$ cat src/rtl/uutp_pkg.sv
package uutp_pkg;

  localparam int unsigned TextLen   = 36;
  localparam int unsigned NumFields = 11;
  localparam int unsigned NodeBytes = 6;

  localparam logic [5:0] PosTextLen = 6'd36;
  localparam logic [5:0] PosMax     = 6'd63;
  localparam logic [7:0] DashChar   = 8'h2D;

  // Field codes, in the order the fields appear in the text.
  localparam logic [3:0] FldTimeLow  = 4'd0;
  localparam logic [3:0] FldTimeMid  = 4'd1;
  localparam logic [3:0] FldTimeHi   = 4'd2;
  localparam logic [3:0] FldClockHi  = 4'd3;
  localparam logic [3:0] FldClockLo  = 4'd4;
  localparam logic [3:0] FldNodeFirst = 4'd5;
  localparam logic [3:0] FldNone     = 4'd11;

  typedef struct packed {
    logic [47:0] node_id;
    logic [7:0]  clock_seq_lo;
    logic [7:0]  clock_seq_hi;
    logic [15:0] time_hi_version;
    logic [15:0] uuid_mid;
    logic [31:0] uuid_low;
    logic        format_ok;
  } result_t;

  localparam int unsigned ResultBits = $bits(result_t);
  localparam int unsigned OutBytes   = (ResultBits + 7) / 8;
  localparam int unsigned OutBits    = OutBytes * 8;

  // Which field a character position belongs to; dash slots give FldNone.
  function automatic logic [3:0] slot_field(input logic [5:0] pos);
    logic [3:0] f;
    f = FldNone;
    if (pos < 6'd8) begin
      f = FldTimeLow;
    end else if (pos >= 6'd9 && pos < 6'd13) begin
      f = FldTimeMid;
    end else if (pos >= 6'd14 && pos < 6'd18) begin
      f = FldTimeHi;
    end else if (pos >= 6'd19 && pos < 6'd21) begin
      f = FldClockHi;
    end else if (pos >= 6'd21 && pos < 6'd23) begin
      f = FldClockLo;
    end else if (pos >= 6'd24 && pos < PosTextLen) begin
      f = 4'(FldNodeFirst + 4'((pos - 6'd24) >> 1));
    end
    return f;
  endfunction

  // Bit 4 set means the byte is not a hex digit.
  function automatic logic [4:0] hex_value(input logic [7:0] c);
    logic [4:0] v;
    v = 5'h10;
    if (c >= 8'h30 && c <= 8'h39) begin
      v = {1'b0, 4'(c - 8'h30)};
    end else if (c >= 8'h41 && c <= 8'h46) begin
      v = {1'b0, 4'(c - 8'h37)};
    end else if (c >= 8'h61 && c <= 8'h66) begin
      v = {1'b0, 4'(c - 8'h57)};
    end
    return v;
  endfunction

endpackage

$ cat src/rtl/uutp_in_reg.sv
module uutp_in_reg (
  input  logic       clk_i,
  input  logic       rst_ni,
  input  logic       s_valid_i,
  output logic       s_ready_o,
  input  logic [7:0] char_i,
  input  logic       last_i,
  input  logic       take_i,
  output logic       valid_o,
  output logic [7:0] char_o,
  output logic       last_o
);
  logic       valid_q, valid_d;
  logic [7:0] char_q;
  logic       last_q;
  logic       load;

  assign s_ready_o = !valid_q || take_i;
  assign load      = s_valid_i && s_ready_o;

  always_comb begin
    valid_d = valid_q;
    if (load) begin
      valid_d = 1'b1;
    end else if (take_i) begin
      valid_d = 1'b0;
    end
  end

  always_ff @(posedge clk_i or negedge rst_ni) begin
    if (!rst_ni) begin
      valid_q <= 1'b0;
    end else begin
      valid_q <= valid_d;
    end
  end

  always_ff @(posedge clk_i) begin
    if (load) begin
      char_q <= char_i;
      last_q <= last_i;
    end
  end

  assign valid_o = valid_q;
  assign char_o  = char_q;
  assign last_o  = last_q;
endmodule

$ cat src/rtl/uutp_core.sv
module uutp_core (
  input  logic              clk_i,
  input  logic              rst_ni,
  input  logic              step_i,
  input  logic [7:0]        char_i,
  input  logic              last_i,
  output uutp_pkg::result_t result_o
);
  import uutp_pkg::*;

  logic [5:0]           pos_q, pos_d;
  logic                 dashes_q, dashes_d;
  logic [NumFields-1:0] stopped_q, stopped_d;
  logic [31:0]          tlow_q, tlow_d;
  logic [15:0]          tmid_q, tmid_d;
  logic [15:0]          thi_q, thi_d;
  logic [7:0]           chi_q, chi_d;
  logic [7:0]           clo_q, clo_d;
  logic [7:0]           node_q [NodeBytes];
  logic [7:0]           node_d [NodeBytes];

  logic [3:0] fld;
  logic [4:0] hx;
  logic [2:0] node_idx;
  logic       ok;

  assign fld      = slot_field(pos_q);
  assign hx       = hex_value(char_i);
  assign node_idx = 3'(fld - FldNodeFirst);

  always_comb begin
    pos_d     = pos_q;
    dashes_d  = dashes_q;
    stopped_d = stopped_q;
    tlow_d    = tlow_q;
    tmid_d    = tmid_q;
    thi_d     = thi_q;
    chi_d     = chi_q;
    clo_d     = clo_q;
    node_d    = node_q;
    if (pos_q < PosTextLen) begin
      if (fld == FldNone) begin
        if (char_i != DashChar) begin
          dashes_d = 1'b0;
        end
      end else if (!stopped_q[fld]) begin
        if (hx[4]) begin
          stopped_d[fld] = 1'b1;
        end else begin
          case (fld)
            FldTimeLow: tlow_d = {tlow_q[27:0], hx[3:0]};
            FldTimeMid: tmid_d = {tmid_q[11:0], hx[3:0]};
            FldTimeHi:  thi_d  = {thi_q[11:0], hx[3:0]};
            FldClockHi: chi_d  = {chi_q[3:0], hx[3:0]};
            FldClockLo: clo_d  = {clo_q[3:0], hx[3:0]};
            default:    node_d[node_idx] = {node_q[node_idx][3:0], hx[3:0]};
          endcase
        end
      end
    end
    if (pos_q < PosMax) begin
      pos_d = pos_q + 6'd1;
    end
  end

  // The result sees this character's update; it is only used on the last one.
  assign ok = (pos_d == PosTextLen) && dashes_d;

  always_comb begin
    result_o.format_ok       = ok;
    result_o.uuid_low        = ok ? tlow_d : '0;
    result_o.uuid_mid        = ok ? tmid_d : '0;
    result_o.time_hi_version = ok ? thi_d : '0;
    result_o.clock_seq_hi    = ok ? chi_d : '0;
    result_o.clock_seq_lo    = ok ? clo_d : '0;
    result_o.node_id         = ok ? {node_d[0], node_d[1], node_d[2],
                                     node_d[3], node_d[4], node_d[5]} : '0;
  end

  always_ff @(posedge clk_i or negedge rst_ni) begin
    if (!rst_ni) begin
      pos_q     <= '0;
      dashes_q  <= 1'b1;
      stopped_q <= '0;
      tlow_q    <= '0;
      tmid_q    <= '0;
      thi_q     <= '0;
      chi_q     <= '0;
      clo_q     <= '0;
      for (int i = 0; i < NodeBytes; i++) begin
        node_q[i] <= '0;
      end
    end else if (step_i) begin
      if (last_i) begin
        pos_q     <= '0;
        dashes_q  <= 1'b1;
        stopped_q <= '0;
        tlow_q    <= '0;
        tmid_q    <= '0;
        thi_q     <= '0;
        chi_q     <= '0;
        clo_q     <= '0;
        for (int i = 0; i < NodeBytes; i++) begin
          node_q[i] <= '0;
        end
      end else begin
        pos_q     <= pos_d;
        dashes_q  <= dashes_d;
        stopped_q <= stopped_d;
        tlow_q    <= tlow_d;
        tmid_q    <= tmid_d;
        thi_q     <= thi_d;
        chi_q     <= chi_d;
        clo_q     <= clo_d;
        node_q    <= node_d;
      end
    end
  end
endmodule

$ cat src/rtl/uuid_text_parser.sv
// Channel   Direction  tdata (low bit up)                         tlast
// s_axis    in         char_byte[7:0]                             last_char
// m_axis    out        format_ok, uuid_low, uuid_mid,             -
//                      time_hi_version, clock_seq_hi,
//                      clock_seq_lo, node_id, 7 zero pad bits
//
// One character can be taken per cycle while no last character waits on a stalled
// result. A character is registered when accepted and parsed from that register,
// and a result appears on m_axis in the cycle after its last character is parsed.
// Reset clears the position, the dash check and all field accumulators. A stalled
// result holds only the parse of a last character; other characters keep flowing until the next last one arrives.
module uuid_text_parser (
  input  logic                           clk_i,
  input  logic                           rst_ni,
  input  logic                           s_axis_tvalid,
  output logic                           s_axis_tready,
  input  logic [7:0]                     s_axis_tdata,  // char_byte[7:0]
  input  logic                           s_axis_tlast,
  output logic                           m_axis_tvalid,
  input  logic                           m_axis_tready,
  // format_ok, uuid_low, uuid_mid, time_hi_version, clock_seq_hi,
  // clock_seq_lo, node_id, zero pad
  output logic [uutp_pkg::OutBits-1:0]   m_axis_tdata
);
  import uutp_pkg::*;

  logic       in_valid;
  logic [7:0] in_char;
  logic       in_last;
  logic       take;
  logic       out_valid_q, out_valid_d;
  logic [OutBits-1:0] out_data_q;
  result_t    result;

  // A last character may only be parsed when the result register can take it.
  assign take = in_valid && (!in_last || !out_valid_q || m_axis_tready);

  uutp_in_reg u_in_reg (
    .clk_i     (clk_i),
    .rst_ni    (rst_ni),
    .s_valid_i (s_axis_tvalid),
    .s_ready_o (s_axis_tready),
    .char_i    (s_axis_tdata),
    .last_i    (s_axis_tlast),
    .take_i    (take),
    .valid_o   (in_valid),
    .char_o    (in_char),
    .last_o    (in_last)
  );

  uutp_core u_core (
    .clk_i    (clk_i),
    .rst_ni   (rst_ni),
    .step_i   (take),
    .char_i   (in_char),
    .last_i   (in_last),
    .result_o (result)
  );

  always_comb begin
    out_valid_d = out_valid_q;
    if (take && in_last) begin
      out_valid_d = 1'b1;
    end else if (m_axis_tready) begin
      out_valid_d = 1'b0;
    end
  end

  always_ff @(posedge clk_i or negedge rst_ni) begin
    if (!rst_ni) begin
      out_valid_q <= 1'b0;
    end else begin
      out_valid_q <= out_valid_d;
    end
  end

  always_ff @(posedge clk_i) begin
    if (take && in_last) begin
      out_data_q <= OutBits'(result);
    end
  end

  assign m_axis_tvalid = out_valid_q;
  assign m_axis_tdata  = out_data_q;
endmodule

$ cat config.mk
export PLATFORM = sky130hd
export DESIGN_NAME = uuid_text_parser
export DESIGN_NICKNAME = d
export VERILOG_FILES = /design/src/rtl/uutp_pkg.sv /design/src/rtl/uutp_in_reg.sv /design/src/rtl/uutp_core.sv /design/src/rtl/uuid_text_parser.sv
export SDC_FILE = /design/constraint.sdc
export NUM_CORES = 1
export LEC_CHECK = 0
export BUFFER_PORTS_ARGS = -buffer_cell sky130_fd_sc_hd__buf_2
export CAP_MARGIN = 20
export CORE_MARGIN = 2
export CORE_UTILIZATION = 30
export CTS_BUF_LIST = sky130_fd_sc_hd__clkbuf_2 sky130_fd_sc_hd__clkbuf_4 sky130_fd_sc_hd__clkbuf_8
export DETAILED_ROUTE_END_ITERATION = 10
export GPL_TIMING_DRIVEN = 0
export PLACE_DENSITY = 0.56
export SLEW_MARGIN = 20
export SYNTH_ARGS = -nofsm -noshare
export SYNTH_HDL_FRONTEND = slang
export SYNTH_SLANG_ARGS = --single-unit
$ cat constraint.sdc
create_clock -name clk_i -period 4.7 [get_ports clk_i]
set_input_delay 0.705 -clock clk_i [delete_from_list [all_inputs] [get_ports clk_i]]
set_output_delay 0.705 -clock clk_i [all_outputs]
set_load 0.01 [all_outputs]
==> results of run 1 <==
## kinds of logic (layout without fill, tap and decap cells)
logic type,after synthesis,in the layout,synth area share
XOR/XNOR,7,7,0.00433
flip-flops,286,286,0.554
adder cells (fa/ha/maj),15,15,0.0133
buffers and inverters,123,407,0.0388
AND/OR/NAND/NOR,467,467,0.162
AO/OA/AOI/OAI,405,405,0.194
other,1,7,0.000265
multiplexers,46,46,0.0334
## layer usage
metal  share of wire  routed length (um)  GRT usage
met1            0.45               20400      0.252
met2            0.45               20600      0.271
met3           0.077                3540     0.0424
met4           0.027                1220     0.0619
met5               0                   0          0
## state kept, by name (all words and copies together), names as in the netlist
signal,flops
u_core.stopped_q,11
u_core.tlow_q,32
u_core.pos_q,6
u_core.thi_q,16
m_axis_tvalid,1
u_core.clo_q,8
u_in_reg.valid_o,1
m_axis_tdata,129
u_core.dashes_q,1
u_in_reg.last_o,1
u_in_reg.char_o,8
u_core.tmid_q,16
u_core.chi_q,8
u_core.node_q,48
## cells in the mapped netlist, drive strengths merged (3+ instances only)
library cell,n
nor2,80
nor4,7
nand2b,13
buf,38
clkbuf,68
edfxtp,138
or2,5
dfrtp,147
and3,9
a31oi,7
inv,17
mux2i,45
a211oi,20
a22o,14
nor3b,39
ha,15
a22oi,63
nand3b,4
nor4b,4
and2,5
a21o,6
o22ai,3
nand3,10
a21boi,3
nor3,22
xnor2,3
a31o,4
nand2,238
a221o,26
nand4,5
or3,5
o21ai,91
a21oi,108
o2bb2ai,21
or4,3
o211ai,3
xor2,4
nor2b,10
o31ai,8
## area by class of cell
cell class	instances	area, um2	area share
Sequential cell	286	7850	0.440
Timing Repair Buffer	197	1260	0.0705
Clock buffer	71	883	0.0495
Inverter	17	67.6	0.00379
Clock inverter	19	290	0.0163
Multi-Input combinational cell	947	6180	0.346
Buffer	103	561	0.0314
Tap cell	607	759	0.0426
## critical path, delay by kind of cell, from the launching register on
family | cells | cell delay (ns)
AOI/OAI and AO/OA | 6 | 1.26
adders and majority gates | 1 | 0.19
buffers and inverters | 4 | 0.61
DFF | 1 | 0.40
and+or+nand+nor | 5 | 2.08
## repair_timing
| item | CTS | global route |
|---|---|---|
| pin swaps | 8 | 21 |
| hold endpoints to repair | 0 | 0 |
| gates resized for setup | 63 | 48 |
| gates cloned | 2 | 1 |
| buffers inserted | 21 | 27 |
| setup endpoints to repair | 195 | 166 |
## how the worst max path moves through the flow
stage,startpoint,to,slack (ns),depth (start not counted)
6_report,u_core.pos_q[3]$_DFFE_PN0P_,m_axis_tdata[112]$_SDFFCE_PN0P_,-0.03,16
5_1_grt,u_core.pos_q[3]$_DFFE_PN0P_,m_axis_tdata[112]$_SDFFCE_PN0P_,-0.12,16
4_1_cts,u_core.pos_q[3]$_DFFE_PN0P_,m_axis_tdata[93]$_SDFFCE_PN0P_,0.02,18
3_5_place_dp,u_core.pos_q[2]$_DFFE_PN0P_,m_axis_tdata[86]$_SDFFCE_PN0P_,-1.59,18
3_3_place_gp,u_core.pos_q[2]$_DFFE_PN0P_,m_axis_tdata[86]$_SDFFCE_PN0P_,-1.67,18
2_1_floorplan,u_core.pos_q[3]$_DFFE_PN0P_,m_axis_tdata[94]$_SDFFCE_PN0P_,0.006,17
## placed cells by master (no fill, tap or decap), types with 9 or more instances in the layout
cell         n
a221o_1     26
a22o_1      14
a211oi_2    10
dfrtp_1    145
buf_4       50
clkbuf_8    58
nor3b_1     36
clkbuf_4    20
nand2b_1    13
inv_1       15
mux2i_1     42
buf_6       12
clkbuf_1    51
nand2_1    237
edfxtp_1   138
o21ai_0     84
nor2b_1      9
a211oi_1    10
nor2_1      77
a22oi_1     63
o2bb2ai_1   20
nor3_1      13
buf_2      161
a21oi_1    103
and3_1       9
## per-stage QoR
stage	utilization	total power (W)	setup TNS, ns
after floorplan	-	0.00339	0
after CTS	0.374	0.00639	0
final	0.383	0.00637	-0.0946
after global routing	0.383	0.00663	-1.37
after detailed placement	0.339	0.00365	-146.88
after global placement	0.337	0.00363	-155.27
## power breakdown
group / leakage [nW] / total (W) / internal, W / switching (W)
Sequential: 3.39 / 0.00297 / 0.00280 / 0.000174
Clock: 0.612 / 0.00271 / 0.00165 / 0.00106
Combinational: 2.75 / 0.000682 / 0.000250 / 0.000432
Total: 6.76 / 0.00637 / 0.00469 / 0.00167
==> flow_summary.yaml, run 1 <==
synth:
  synth_area_leader_cell: "edfxtp_1"
  synthArstFlopShare: 0.517
  yosysWarnings: 0
  seq_area_frac_synth: 0.554
  postSynthAreaPerCell_um2: 10.5
  ys.flop_type: "dfrtp_1"
  netlist_area_mm2: 0.0142
  synth-edff-count: 138
  synth_top_area_frac: 0.293
  ys_ff_latch: 286
  syn_inst: 1350
  synth_cell_types: 84
  synthTopCellsByArea: "edfxtp_1 (29%), dfrtp_1 (26%), nand2_1 (6.3%), a21oi_1 (3.8%), a22oi_1 (3.3%)"
setup_path:
  path_cells: "buf_6 > or3b_4 > buf_6 > a21o_4 > a311o_4 > a21o_4 > clkbuf_16 > ha_4 > or4_4 > a21bo_4 > o2bb2ai_4 > or4b_4 > nor3_4 > buf_6 > nor2_2 > a211oi_2"
  cp_slowest_cell: "or4b_4"
  ff2ff_path_depth: 16
  end_kind: "flip-flop"
  critPathKind: "reg -> reg"
  start_kind: "flip-flop"
  r2r_start: "u_core.pos_q[3]$_DFFE_PN0P_"
  r2r_end: "m_axis_tdata[112]$_SDFFCE_PN0P_"
  worstPathArrival_ns: 5.13
  reg2reg_setup_slack_ns: -0.03
  path_max_fanout: 7
  cp.required_ns: 5.09
  cpPeakStageDelay_ns: 0.68
  cpMostUsedCell: "buf_6"
sta:
  fin_ws_ns: -0.0321
  max_freq_ghz: 0.211
  relSlewSlack: 0.264
  fin_hold_ws_ns: 0.0571
  fin_crit_sh: 1.01
  setup_viol: 6
  finalHoldViolCount: 0
  min_period_ns: 4.73
  rsz0062_at_grt: "true"
  slew_violations: 0
  finClkSkew_ns: 0.0254
  max_slew.worst_pin.slew_ns: 1.09
placement:
  gp_congestion: 0.894
  place_inst: 2109
  hpwl_um: 31000
  dp_slack_ns: -1.59
  dpl-instance-area_mm2: 0.0158
  portBuffers: 143
die:
  io_pins: 151
  core.rowCount: 79
  start_util: 0.304
  fp.dieH_um: 221
  die_w_um: 221
  coreArea_mm2: 0.0466
  dieArea_mm2: 0.0489
drt:
  drt_iter0_drc: 1166
  wire_per_inst_um: 20.4
  dr.pass1.iters: 5
  drc: 0
  antenna_left: 0
  finalWirelength_um: 45800
  via_per_inst: 5.35
  vias: 12000
min_path:
  hp-class: "in -> async"
finish:
  final_cell_area_mm2: 0.0178
  area_growth_pct: 26.1
  nets: 1628
  drive_above_1_share: 0.255
  fillCellCount: 4637
  diodes: 0
  stdcell_count: 2247
run_status:
  status: "finished, violations left"
  failed_checks: "negative setup slack"
flow_run:
  cap_violations: 0
power:
  power.density_mw_per_mm2: 357
  p_leak_nw: 6.76
  ir_drop_uv: 219
clock_tree:
  clock_latency_ns: 0.59
  root_buffer: "clkbuf_8"
  htree_levels: 2
  postCtsHoldBufs: 0
  clock_sinks: 286
  numCtsBuffers: 48
  clockBufferDepth: 3
  clkTransAtPathRegs_ns: 0.06
  cts_tree: "yes"
grt:
  grt_overflow: 0
  grt_usage: 0.180
  first_global_vias: 11600
  antenna_found_initial: 0
  grt_max_degree: 89
  grt_pass1_wl_um: 69300
Power figures use the tool's default switching activity.
==> run 2: changes to the inputs <==
--- a/config.mk
+++ b/config.mk
@@ -5,6 +5,7 @@
 export SDC_FILE = /design/constraint.sdc
 export NUM_CORES = 1
 export LEC_CHECK = 0
+export ABC_AREA = 1
 export BUFFER_PORTS_ARGS = -buffer_cell sky130_fd_sc_hd__buf_2
 export CAP_MARGIN = 20
 export CORE_MARGIN = 2
==> run 2 against run 1 <==
The flow now finishes without violations. Largest power group is now combinational cells. First-iteration DRC count grew 0.86%. Count of clock-buffer cells in the layout shrank 2. Sequential cell count is the same. Design area grew 3.2%. Routed wire length grew 7.1%. Largest cell class unchanged. Total power grew 46%. Sequential power grew 12%. Sequential share of layout area shrank 1.4 points. Combinational power grew to 4.9 times the previous value. Maximum frequency grew 10%.
==> flow_summary.yaml, run 2 <==
setup_path:
  worstPathArrival_ns: 4.73
  start_kind: "flip-flop"
  path_max_fanout: 10
  cp.required_ns: 5.13
  ff2ff_path_depth: 23
  crit_start: "u_core.pos_q[1]$_DFFE_PN0P_"
  end_kind: "flip-flop"
  r2r_start: "u_core.pos_q[1]$_DFFE_PN0P_"
  critPathKind: "reg -> reg"
sta:
  max_freq_ghz: 0.232
  finClkSkew_ns: 0.0186
  setup_viol: 0
  min_period_ns: 4.30
  fin_ws_ns: 0.399
  max_slew.worst_pin.slew_ns: 0.974
  slew_violations: 0
  finalHoldViolCount: 0
  relSlewSlack: 0.351
  fin_crit_sh: 0.915
  rsz0062_at_grt: "false"
synth:
  ys_top_cells_by_count: "nand2_1 (583), nand3_1 (248), o21ai_0 (248)"
  synth-edff-count: 138
  ys_ff_latch: 286
  synthTopCellsByArea: "edfxtp_1 (27%), dfrtp_1 (24%), nand2_1 (14%), nand3_1 (8.0%), o21ai_0 (8.0%)"
  synth_top_area_frac: 0.266
  yosysWarnings: 0
  synthArstFlopShare: 0.517
  seq_area_frac_synth: 0.504
  synth_cell_types: 41
  postSynthAreaPerCell_um2: 7.82
  netlist_area_mm2: 0.0156
  syn_inst: 1993
  synth.most_common_cell: "nand2_1"
  ys.flop_type: "dfrtp_1"
  synth_area_leader_cell: "edfxtp_1"
power:
  p_leak_nw: 8.29
  power.density_mw_per_mm2: 504
  ir_drop_uv: 217
die:
  io_pins: 151
  fp.dieH_um: 232
  die_w_um: 232
  coreArea_mm2: 0.0513
  core.rowCount: 83
  dieArea_mm2: 0.0538
  start_util: 0.304
grt:
  grt_overflow: 0
  grt_max_degree: 84
  first_global_vias: 13700
  grt_pass1_wl_um: 76600
  grt_usage: 0.181
  antenna_found_initial: 0
clock_tree:
  cts_tree: "yes"
  htree_levels: 2
  clkTransAtPathRegs_ns: 0.06
  clockBufferDepth: 3
  root_buffer: "clkbuf_8"
  clock_sinks: 286
  numCtsBuffers: 52
  clock_latency_ns: 0.63
placement:
  portBuffers: 143
  dp_slack_ns: 0.141
  gp_congestion: 0.871
  place_inst: 2825
  hpwl_um: 33800
drt:
  drc: 0
  dr.pass1.iters: 6
  wire_per_inst_um: 16.8
  antenna_left: 0
  finalWirelength_um: 49000
  via_per_inst: 4.96
  vias: 14500
  drt_iter0_drc: 1176
finish:
  layout_common_cells: "nand2_1 (583), nand3_1 (248), o21ai_0 (248)"
  fillCellCount: 5389
  layout_commonest_cell: "nand2_1"
  diodes: 0
  largest_reg_flops: 129
  postLayoutCoreUtil: 0.359
  area_growth_pct: 18.2
  nets: 2227
  stdcell_count: 2923
  drive_above_1_share: 0.145
run_status:
  status: "completed"
flow_run:
  cap_violations: 0
min_path:
  hp-class: "in -> async"
-- run 2: cell count changes after synthesis, sizes merged, moves of 63 or more --
cell   change
o21ai    +186
a22oi     -63
nor2      +89
inv      +169
nand2    +354
a21oi     -93
nand3    +244
-- run 2: metal layers --
layer	up-vias	track usage	share of wire	routed length, um
met5	-	0	0	0
met4	0	0.0561	0.025	1210
met3	84	0.0346	0.066	3220
met2	521	0.291	0.46	22600
met1	6912	0.245	0.45	22000
li1	6978	-	-	-
-- run 2: kinds of logic (layout without fill, tap and decap cells) --
kind of cell / Yosys count / after routing / synth area share
simple gates: 1070 / 1070 / 0.299
buf+inv: 313 / 557 / 0.0818
compound gates: 302 / 302 / 0.0989
flops: 286 / 286 / 0.504
fa+ha+maj: 15 / 15 / 0.0120
xor+xnor: 6 / 6 / 0.00458
other cells: 1 / 7 / 0.000241
-- run 2: where the power goes --
part / switching, W / leakage, nW / internal (W)
Combinational: 0.00231 / 4.36 / 0.00102
Sequential: 0.000274 / 3.33 / 0.00305
Clock: 0.00114 / 0.597 / 0.00149
-- run 2: area by class of cell --
type,count,area [um2],share of cell area
multi-input cells,1400,6500,0.353
clock buffers,69,875,0.0475
well taps,680,851,0.0462
flip-flops and latches,286,7850,0.426
clock inverters,29,256,0.0139
repair buffers,146,808,0.0439
inverters,189,712,0.0386
plain buffers,124,574,0.0312
-- run 2: final timing paths --
kind | slack [ns] | end
worst max-delay path | 0.40 | m_axis_tdata[80]$_SDFFCE_PN0P_
worst min-delay path | 0.01 | u_core.tlow_q[26]$_DFFE_PN0P_
worst max register to register | 0.40 | m_axis_tdata[80]$_SDFFCE_PN0P_
worst min register to register | 0.48 | u_core.node_q[29]$_DFFE_PN0P_
max in group asynchronous | 3.82 | u_core.dashes_q$_DFFE_PN1P_
min in group clk_i | 0.25 | u_in_reg.last_o$_DFFE_PP_
-- run 2: per-stage QoR --
step                total power (W)  TNS [ns]  cell area [um2]  hold slack (ns)
floorplan                   0.00572         0            15600            0.409
global placement            0.00656   -109.62            17200            0.462
detailed placement          0.00662         0            17300            0.465
CTS                         0.00930         0            18400           0.0216
global route                0.00999         0            18400           0.0306
finish                      0.00928         0            18400           0.0141
-- run 2: what timing repair did --
item	in CTS	in global routing
endpoints found under the setup margin	0	108
resized for setup	0	3
hold buffers	0	0
setup buffers	0	0
-- run 2: worst max-delay path, cell delays in order, from the launching register on --
cell and delay (ns):
dfrtp_1 0.47, inv_1 0.16, ha_1 0.24, inv_1 0.08, nand3_1 0.10, nand2_1 0.08, nand2_1 0.08, nand2_1 0.07
nand2_1 0.05, nand2_1 0.07, nand2_2 0.12, nand2_4 0.14, buf_2 0.24, inv_1 0.18, ha_1 0.26, inv_1 0.10
nor3_2 0.08, o311ai_0 0.11, nand2_1 0.11, nor3_1 0.35, inv_1 0.15, clkbuf_4 0.28, buf_2 0.27, nor2_1 0.30
==> run 3: changes to the inputs <==
--- a/config.mk
+++ b/config.mk
@@ -9,11 +9,11 @@
 export BUFFER_PORTS_ARGS = -buffer_cell sky130_fd_sc_hd__buf_2
 export CAP_MARGIN = 20
 export CORE_MARGIN = 2
-export CORE_UTILIZATION = 30
+export CORE_UTILIZATION = 56
 export CTS_BUF_LIST = sky130_fd_sc_hd__clkbuf_2 sky130_fd_sc_hd__clkbuf_4 sky130_fd_sc_hd__clkbuf_8
 export DETAILED_ROUTE_END_ITERATION = 10
 export GPL_TIMING_DRIVEN = 0
-export PLACE_DENSITY = 0.56
+export PLACE_DENSITY = 0.87
 export SLEW_MARGIN = 20
 export SYNTH_ARGS = -nofsm -noshare
 export SYNTH_HDL_FRONTEND = slang
==> run 3 against run 2 <==
Routed wire length is 11% lower. Utilization is 29 points higher. Critical path type unchanged. Register-to-register slack worse by 0.10 ns. Critical endpoint is now m_axis_tdata[72]$_SDFFCE_PN0P_. Largest power group unchanged. Largest cell class unchanged.
==> flow_summary.yaml, run 3 (synthesis results as in run 2) <==
drt:
  finalWirelength_um: 43700
  maxUsedRoutingLayer: "met4"
  vias: 15000
  drc: 0
  drt-met1-wl_um: 17300
  wl_met2_um: 20500
  met3_length_um: 4040
  via_per_inst: 5.77
  wire_per_inst_um: 16.8
  drt_iter0_drc: 1704
  dr.pass1.iters: 6
  antenna_left: 0
setup_path:
  r2r_end: "m_axis_tdata[72]$_SDFFCE_PN0P_"
  r2r_start: "u_core.pos_q[1]$_DFFE_PN0P_"
  reg2reg_setup_slack_ns: 0.30
  path_max_fanout: 10
  cp_slowest_cell: "dfrtp_1"
  cp.required_ns: 5.01
  worstPathArrival_ns: 4.71
  critPathKind: "reg -> reg"
  ff2ff_path_depth: 23
  cpMostUsedCell: "nand2_1"
  end_kind: "flip-flop"
  start_kind: "flip-flop"
  path_cells: "inv_1 > ha_1 > inv_1 > nand3_1 > nand2_1 > nand2_1 > nand2_1 > nand2_1 > nand2_1 > nand2_2 > nand2_4 > buf_2 > inv_1 > ha_1 > inv_1 > nor3_1 > o311ai_0 > nand2_1 > nor3_1 > inv_1 > buf_2 > buf_2 > nor2_1"
  cpPeakStageDelay_ns: 0.46
  endpoint: "m_axis_tdata[72]$_SDFFCE_PN0P_"
  crit_start: "u_core.pos_q[1]$_DFFE_PN0P_"
grt:
  grt_usage: 0.300
  grt_max_degree: 94
  antenna_found_initial: 0
  grt_pass1_wl_um: 69600
  grt_overflow: 0
  first_global_vias: 14100
flow_run:
  cap_violations: 0
clock_tree:
  clockBufferDepth: 3
  numCtsBuffers: 46
  cts_tree: "yes"
  clock_sinks: 286
  htree_levels: 2
  postCtsHoldBufs: 0
  clkTransAtPathRegs_ns: 0.07
  clock_latency_ns: 0.59
  root_buffer: "clkbuf_8"
sta:
  fin_crit_sh: 0.937
  finalHoldViolCount: 0
  max_freq_ghz: 0.227
  relSlewSlack: 0.400
  finClkSkew_ns: 0.0370
  max_slew.worst_pin.slew_ns: 0.900
  rsz0062_at_grt: "false"
  setup_viol: 0
  min_period_ns: 4.40
  slew_violations: 0
  fin_ws_ns: 0.296
min_path:
  hp-class: "in -> async"
finish:
  diodes: 0
  stdcell_count: 2606
  multi_input_area_mm2: 0.00649
  layout_commonest_cell: "nand2_1"
  largest_reg_flops: 129
  layout_common_cells: "nand2_1 (583), nand3_1 (248), o21ai_0 (248)"
  area_growth_pct: 15.0
  register_area_mm2: 0.00785
  fillCellCount: 2308
  final_cell_area_mm2: 0.0179
  drive_above_1_share: 0.143
  nets: 2220
  postLayoutCoreUtil: 0.650
placement:
  dpl-instance-area_mm2: 0.0169
  place_inst: 2522
  portBuffers: 143
  gp_congestion: 0.933
  dp_slack_ns: 0.408
  hpwl_um: 29400
run_status:
  status: "completed"
die:
  coreArea_mm2: 0.0276
  core.rowCount: 61
  io_pins: 151
  fp.dieH_um: 171
  start_util: 0.565
  dieArea_mm2: 0.0292
  die_w_um: 171
power:
  p_total_w: 0.00914
  power.density_mw_per_mm2: 510
  p_leak_nw: 8.22
  ir_drop_uv: 290
[run 3: layout make-up]
| cell class | instances | area share |
|---|---|---|
| sequential | 286 | 0.438 |
| multi-input combinational | 1400 | 0.362 |
| timing repair buffer | 145 | 0.0436 |
| clock buffer | 54 | 0.0397 |
| inverter | 189 | 0.0397 |
| buffer | 124 | 0.0319 |
| tap | 378 | 0.0264 |
| clock inverter | 30 | 0.0184 |
[run 3: worst min path at each step]
stage | slack [ns] | startpoint | end | cells past startpoint
detailed placement | 0.47 | u_core.node_q[22]$_DFFE_PN0P_ | u_core.node_q[22]$_DFFE_PN0P_ | 2
CTS | 0.07 | rst_ni | u_core.pos_q[3]$_DFFE_PN0P_ | 1
global route | 0.1 | rst_ni | u_core.pos_q[3]$_DFFE_PN0P_ | 1
finish | 0.07 | rst_ni | u_core.pos_q[3]$_DFFE_PN0P_ | 1
floorplan | 0.41 | rst_ni | m_axis_tvalid$_DFFE_PN0P_ | 0
global placement | 0.46 | u_core.node_q[7]$_DFFE_PN0P_ | u_core.node_q[7]$_DFFE_PN0P_ | 2
[run 3: timing repair]
item | 4_1_cts | 5_1_grt
resized for setup | 0 | 1
setup buffers | 0 | 0
setup endpoints to repair | 0 | 1
[run 3: per-layer routing]
metal  up-vias  track usage
met5         -            0
met4         0        0.138
met3       159       0.0463
met2       853        0.495
met1      7054        0.390
li1       6975            -
[run 3: worst max-delay path, delay by kind of cell (launching register included)]
family / cells / cell delay, ns
DFF: 1 / 0.46
adders and majority gates: 2 / 0.44
and+or+nand+nor: 12 / 1.42
AOI/OAI and AO/OA: 1 / 0.21
buffers and inverters: 8 / 1.57
[run 3: stage by stage]
step / hold WS [ns] / setup TNS (ns)
2_1_floorplan: 0.409 / 0
3_3_place_gp: 0.461 / -69.90
3_5_place_dp: 0.465 / 0
4_1_cts: 0.0689 / 0
5_1_grt: 0.0963 / 0
6_report: 0.0675 / 0
[run 3: where the power goes]
group          internal (W)  switching (W)
sequential          0.00304       0.000279
combinational       0.00102        0.00234
clock               0.00140        0.00105
